### src/rtl/vtpy_pkg.sv
// Shared constants, types and the arctangent table for the vector to pitch/yaw block.
`timescale 1ns / 1ps
`default_nettype none
package vtpy_pkg;

  localparam int CORDIC_STAGES   = 20;
  localparam int COMPONENT_WIDTH = 24;
  localparam int ANGLE_FRAC_BITS = 16;

  // Internal angles carry this many fraction bits of a degree.
  localparam int INT_FRAC    = 24;
  localparam int GUARD_SHIFT = 58 - COMPONENT_WIDTH;
  // Datapath width holds the scaled components with CORDIC and planar growth.
  localparam int DW      = 62;
  localparam int AW      = 35;
  localparam int OUT_W   = 25;
  localparam int STAGE_W = 5;
  localparam int RND_SH  = INT_FRAC - ANGLE_FRAC_BITS;

  localparam logic [31:0] INV_GAIN = 32'd2608131496;

  localparam logic signed [AW-1:0] HALF_TURN = AW'(64'(180) << INT_FRAC);
  localparam logic [OUT_W-1:0] OUT_LIMIT = OUT_W'(64'(360) << ANGLE_FRAC_BITS);
  localparam logic [OUT_W-1:0] PITCH_DOWN = OUT_W'(64'(270) << ANGLE_FRAC_BITS);
  localparam logic [OUT_W-1:0] PITCH_UP   = OUT_W'(64'(90) << ANGLE_FRAC_BITS);

  // atan(2^-i) in degrees, scaled by 2^24 and rounded.
  localparam int ATAN_TAB [32] = '{
    754974720, 445687602, 235489088, 119537938,
    60000934, 30029717, 15018523, 7509720,
    3754917, 1877466, 938734, 469367,
    234684, 117342, 58671, 29335,
    14668, 7334, 3667, 1833,
    917, 458, 229, 115,
    57, 29, 14, 7,
    4, 2, 1, 0
  };

  function automatic logic signed [AW-1:0] atan_step(input logic [STAGE_W-1:0] i);
    return AW'(ATAN_TAB[i]);
  endfunction

  // Data that rides along the chain untouched by the CORDIC cells.
  typedef struct packed {
    logic                 zero;
    logic                 zpos;
    logic signed [DW-1:0] nz;
    logic signed [AW-1:0] yaw;
  } side_t;

  typedef struct packed {
    logic                 valid;
    logic signed [DW-1:0] x;
    logic signed [DW-1:0] y;
    logic signed [AW-1:0] ang;
    side_t                side;
  } stage_t;

endpackage
`default_nettype wire

### src/rtl/vtpy_gain.sv
// Two-stage inverse CORDIC gain scaling that turns the yaw result into pitch input.
`timescale 1ns / 1ps
`default_nettype none
module vtpy_gain (
  input  wire logic             clk,
  input  wire logic             rst,
  input  wire logic             en_a,
  input  wire logic             en_b,
  input  wire vtpy_pkg::stage_t d,
  output vtpy_pkg::stage_t      mid,
  output vtpy_pkg::stage_t      q
);

  logic [vtpy_pkg::DW-1:0] ux;
  logic [vtpy_pkg::DW-33:0] hi;
  logic [31:0] lo;
  logic [vtpy_pkg::DW+31-32:0] prod_hi;
  logic [63:0] prod_lo;
  vtpy_pkg::stage_t mid_next;
  vtpy_pkg::stage_t q_next;

  // First stage: the two partial products of length times inverse gain.
  always_comb begin
    ux = d.x[vtpy_pkg::DW-1] ? '0 : d.x;
    hi = ux[vtpy_pkg::DW-1:32];
    lo = ux[31:0];
    prod_hi = hi * vtpy_pkg::INV_GAIN;
    prod_lo = 64'(lo) * 64'(vtpy_pkg::INV_GAIN);
    mid_next = d;
    mid_next.x = vtpy_pkg::DW'(prod_hi);
    mid_next.y = vtpy_pkg::DW'(prod_lo[63:32]);
  end

  // Second stage: sum the products and set up the pitch vector.
  always_comb begin
    q_next = mid;
    q_next.x = mid.x + mid.y;
    q_next.y = mid.side.nz;
    q_next.ang = '0;
    q_next.side.yaw = mid.ang;
  end

  always_ff @(posedge clk) begin
    if (rst) begin
      mid.valid <= 1'b0;
      q.valid   <= 1'b0;
    end else begin
      if (en_a) begin
        mid <= mid_next;
      end
      if (en_b) begin
        q <= q_next;
      end
    end
  end

endmodule
`default_nettype wire

### config.mk
export PLATFORM = sky130hd
export DESIGN_NAME = vtpy_gain
export DESIGN_NICKNAME = d
export VERILOG_FILES = /design/src/rtl/vtpy_pkg.sv /design/src/rtl/vtpy_gain.sv
export SDC_FILE = /design/constraint.sdc
export NUM_CORES = 2
export LEC_CHECK = 0
export BUFFER_PORTS_ARGS = -buffer_cell sky130_fd_sc_hd__buf_2
export CAP_MARGIN = 40
export CORE_ASPECT_RATIO = 0.9
export CORE_UTILIZATION = 55
export CTS_CLUSTER_SIZE = 40
export DETAILED_ROUTE_END_ITERATION = 8
export GPL_ROUTABILITY_DRIVEN = 0
export PLACE_DENSITY = 0.77
export RECOVER_POWER = 50
export REMOVE_ABC_BUFFERS = 1
export SYNTH_ARGS = -nofsm -noshare
export SYNTH_HDL_FRONTEND = slang
export SYNTH_SLANG_ARGS = --single-unit
export TNS_END_PERCENT = 50
### constraint.sdc
create_clock -name clk -period 14.1 [get_ports clk]
set_input_delay 0.705 -clock clk [delete_from_list [all_inputs] [get_ports clk]]
set_output_delay 0.705 -clock clk [all_outputs]
set_load 0.005 [all_outputs]
==> impl_metrics.csv <==
group,metric,value,unit
die,die-area,0.09475,mm²
timing,tns,0,ns
yosys,yosys-top-cells-count,"inv_1 (1370), fa_1 (859), ha_1 (714)",
timing,slew_headroom,-4.476,
yosys,synth_area,0.05144,mm²
global_route,grt_overflow,0,
die,boundaryPins,781,
yosys,netlist.area_leader.share,0.3343,
worst_setup_path,crit_family,"adder cells",
yosys,async_flop_share,0,
global_route,grt_usage,0.3470,
yosys,synthCells,4671,
routing,wl,161100,µm
routing,drt-pass1-iter-count,6,
final_layout,nFillCells,7511,
routing,drc,0,
die,die_w,324.4,µm
global_route,grt_antenna_before_repair,10,
worst_setup_path,cp_data_required_time,14.41,ns
worst_setup_path,cpMostUsedCell,"fa_1",
yosys,synth_top_cell_by_area,"fa_1",
yosys,synth_most_common_cell,"inv_1",
die,die_height,292.1,µm
yosys,yosys_warnings,0,
job,drv_cap,6,
timing,setup_viol,0,
clock_tree,clock_latency,0.61,ns
outcome,status,"complete, but fails checks",
clock_tree,clk_pin_slew_worst_paths,0.06,ns
routing,drtIter0Drc,2848,
timing,worst_slew_pin_slew,8.214,ns
final_layout,fin_nets,7001,
worst_setup_path,cpMaxStageDelayCell,"clkbuf_1",
worst_setup_path,max_stage_delay,1.36,ns
clock_tree,postCtsSetupBuffers,0,
yosys,synth_ff_type,"edfxtp_1",
worst_setup_path,cp.buffers_inverters,8,
timing,finalHoldViolCount,0,
yosys,syn_area_per_cell,11.01,µm²
clock_tree,cts_tree,"yes",
routing,vias,35030,
yosys,synth-seq-cells,387,
yosys,synthTopCellsByArea,"fa_1 (33%), edfxtp_1 (22%), ha_1 (17%)",
die,row_count,106,
clock_tree,cts_resized,0,
outcome,violations,"capacitance limit, slew limit",
worst_setup_path,critPathMaxFanout,43,
worst_setup_path,cp.arrival,11.37,ns
routing,wl_per_cell,24.99,µm
timing,slew_viol_final,419,
worst_setup_path,crit_type,"input pin to flip-flop",
yosys,synth_edf_count,385,
clock_tree,cts_num_sinks,387,
clock_tree,root_buffer,"clkbuf_16",
die,core-area,0.09271,mm²
timing,min_period_over_period,0.7838,
timing,finClkSkew,0.03747,ns
clock_tree,clock_path_buffers,3,
clock_tree,cts_inserted_buffers,44,
global_route,grt_first_pass_wirelength,236700,µm
final_layout,multi_input_area,0.03297,mm²
global_route,grt_pass1_vias,36500,
worst_setup_path,start_kind,"input pin",
timing,rsz0062_at_grt,"false",
timing,max_freq,0.09049,GHz
clock_tree,htreeDepth,2,
yosys,synth_cell_type_count,66,
timing,fin_crit,11.05,ns
place,io_buffer_count,649,
final_layout,layout-drive-gt1-share,0.1291,
global_route,grt_max_degree,148,
yosys,seq_area_frac_synth,0.2255,
final_layout,ff_latch_area,0.01160,mm²
worst_setup_path,end_kind,"flip-flop",
clock_tree,cts_hold_buf,0,
place,dp_hpwl,141900,µm
die,initial_core_util,0.5548,
routing,routed_via_density,5.435,
final_layout,syn_to_final_growth,8.750,%
worst_hold_path,worstHoldPathType,"input pin to flip-flop",
routing,ant_nets,0,
-- layout make-up --
cell class / instances / area share
Inverter: 1370 / 0.09193
Tap cell: 1242 / 0.02778
Clock buffer: 49 / 0.02002
Antenna cell: 4 / 0.0001789
Clock inverter: 31 / 0.004585
Timing Repair Buffer: 671 / 0.05874
Multi-Input combinational cell: 2691 / 0.5894
Sequential cell: 387 / 0.2074
-- routing by layer --
| metal | track usage | up-vias | routed length (µm) |
|---|---|---|---|
| met5 | 0 | - | 54 |
| met4 | 0.3255 | 8 | 18870 |
| met3 | 0.09769 | 439 | 17360 |
| met2 | 0.5027 | 1927 | 68000 |
| met1 | 0.4182 | 17370 | 56780 |
| li1 | - | 15280 | - |
-- cell families after synthesis --
family          share of synthesized area
buf+inv                            0.1386
fa+ha+maj                          0.5080
simple gates                      0.04478
compound gates                    0.05602
flops                              0.2255
xor+xnor                          0.02656
mux                             0.0003892
other cells                    0.00007290
-- metrics by stage --
stage	setup slack (ns)	instance area, µm²	hold WS (ns)	util	std cells
4_1_cts	5.146	56120	0.2419	0.6054	6441
2_1_floorplan	2.643	49700	0.4521	-	4448
3_3_place_gp	4.396	54660	0.4255	0.5896	6356
3_5_place_dp	4.593	54750	0.4307	0.5905	6361
5_1_grt	2.612	55930	0.2493	0.6033	6442
6_report	3.049	55940	0.2690	0.6034	6445
-- layout by cell type, fill, tap and decap left out, types with 8 or more instances in the layout --
master,instances
inv_1,1370
fa_1,859
ha_1,714
buf_2,577
edfxtp_1,385
a21oi_1,136
nand2_1,100
xnor2_1,100
a21o_1,99
nor2_1,86
clkbuf_1,86
conb_1,69
o21ai_0,65
nand2b_1,57
xor2_1,56
clkbuf_16,44
nand3_1,38
nand4_1,35
nor2b_1,32
and3_1,26
o21bai_1,24
a211oi_1,20
a31oi_1,18
and2_1,18
nor3_1,15
o21a_1,15
buf_4,12
nor4_1,9
o211ai_1,9
clkinv_1,9
o31ai_1,8
clkinv_2,8
-- final timing paths --
kind                            slack, ns  cells after the start      from  endpoint
worst max register to register      10.05                     11  mid[207]    q[244]
worst min-delay path                 0.27                      1     d[79]   mid[79]
worst max-delay path                 3.05                     26    d[257]  mid[163]
worst min register to register       0.45                      0   mid[79]     q[79]
-- registers in the layout, summed over array words and instances (netlist names) --
name and count:
q 162, mid 225
Power is left out: the tool's default activity adds up to more than one toggle a clock period on the data nets, which glitch-free logic cannot reach.
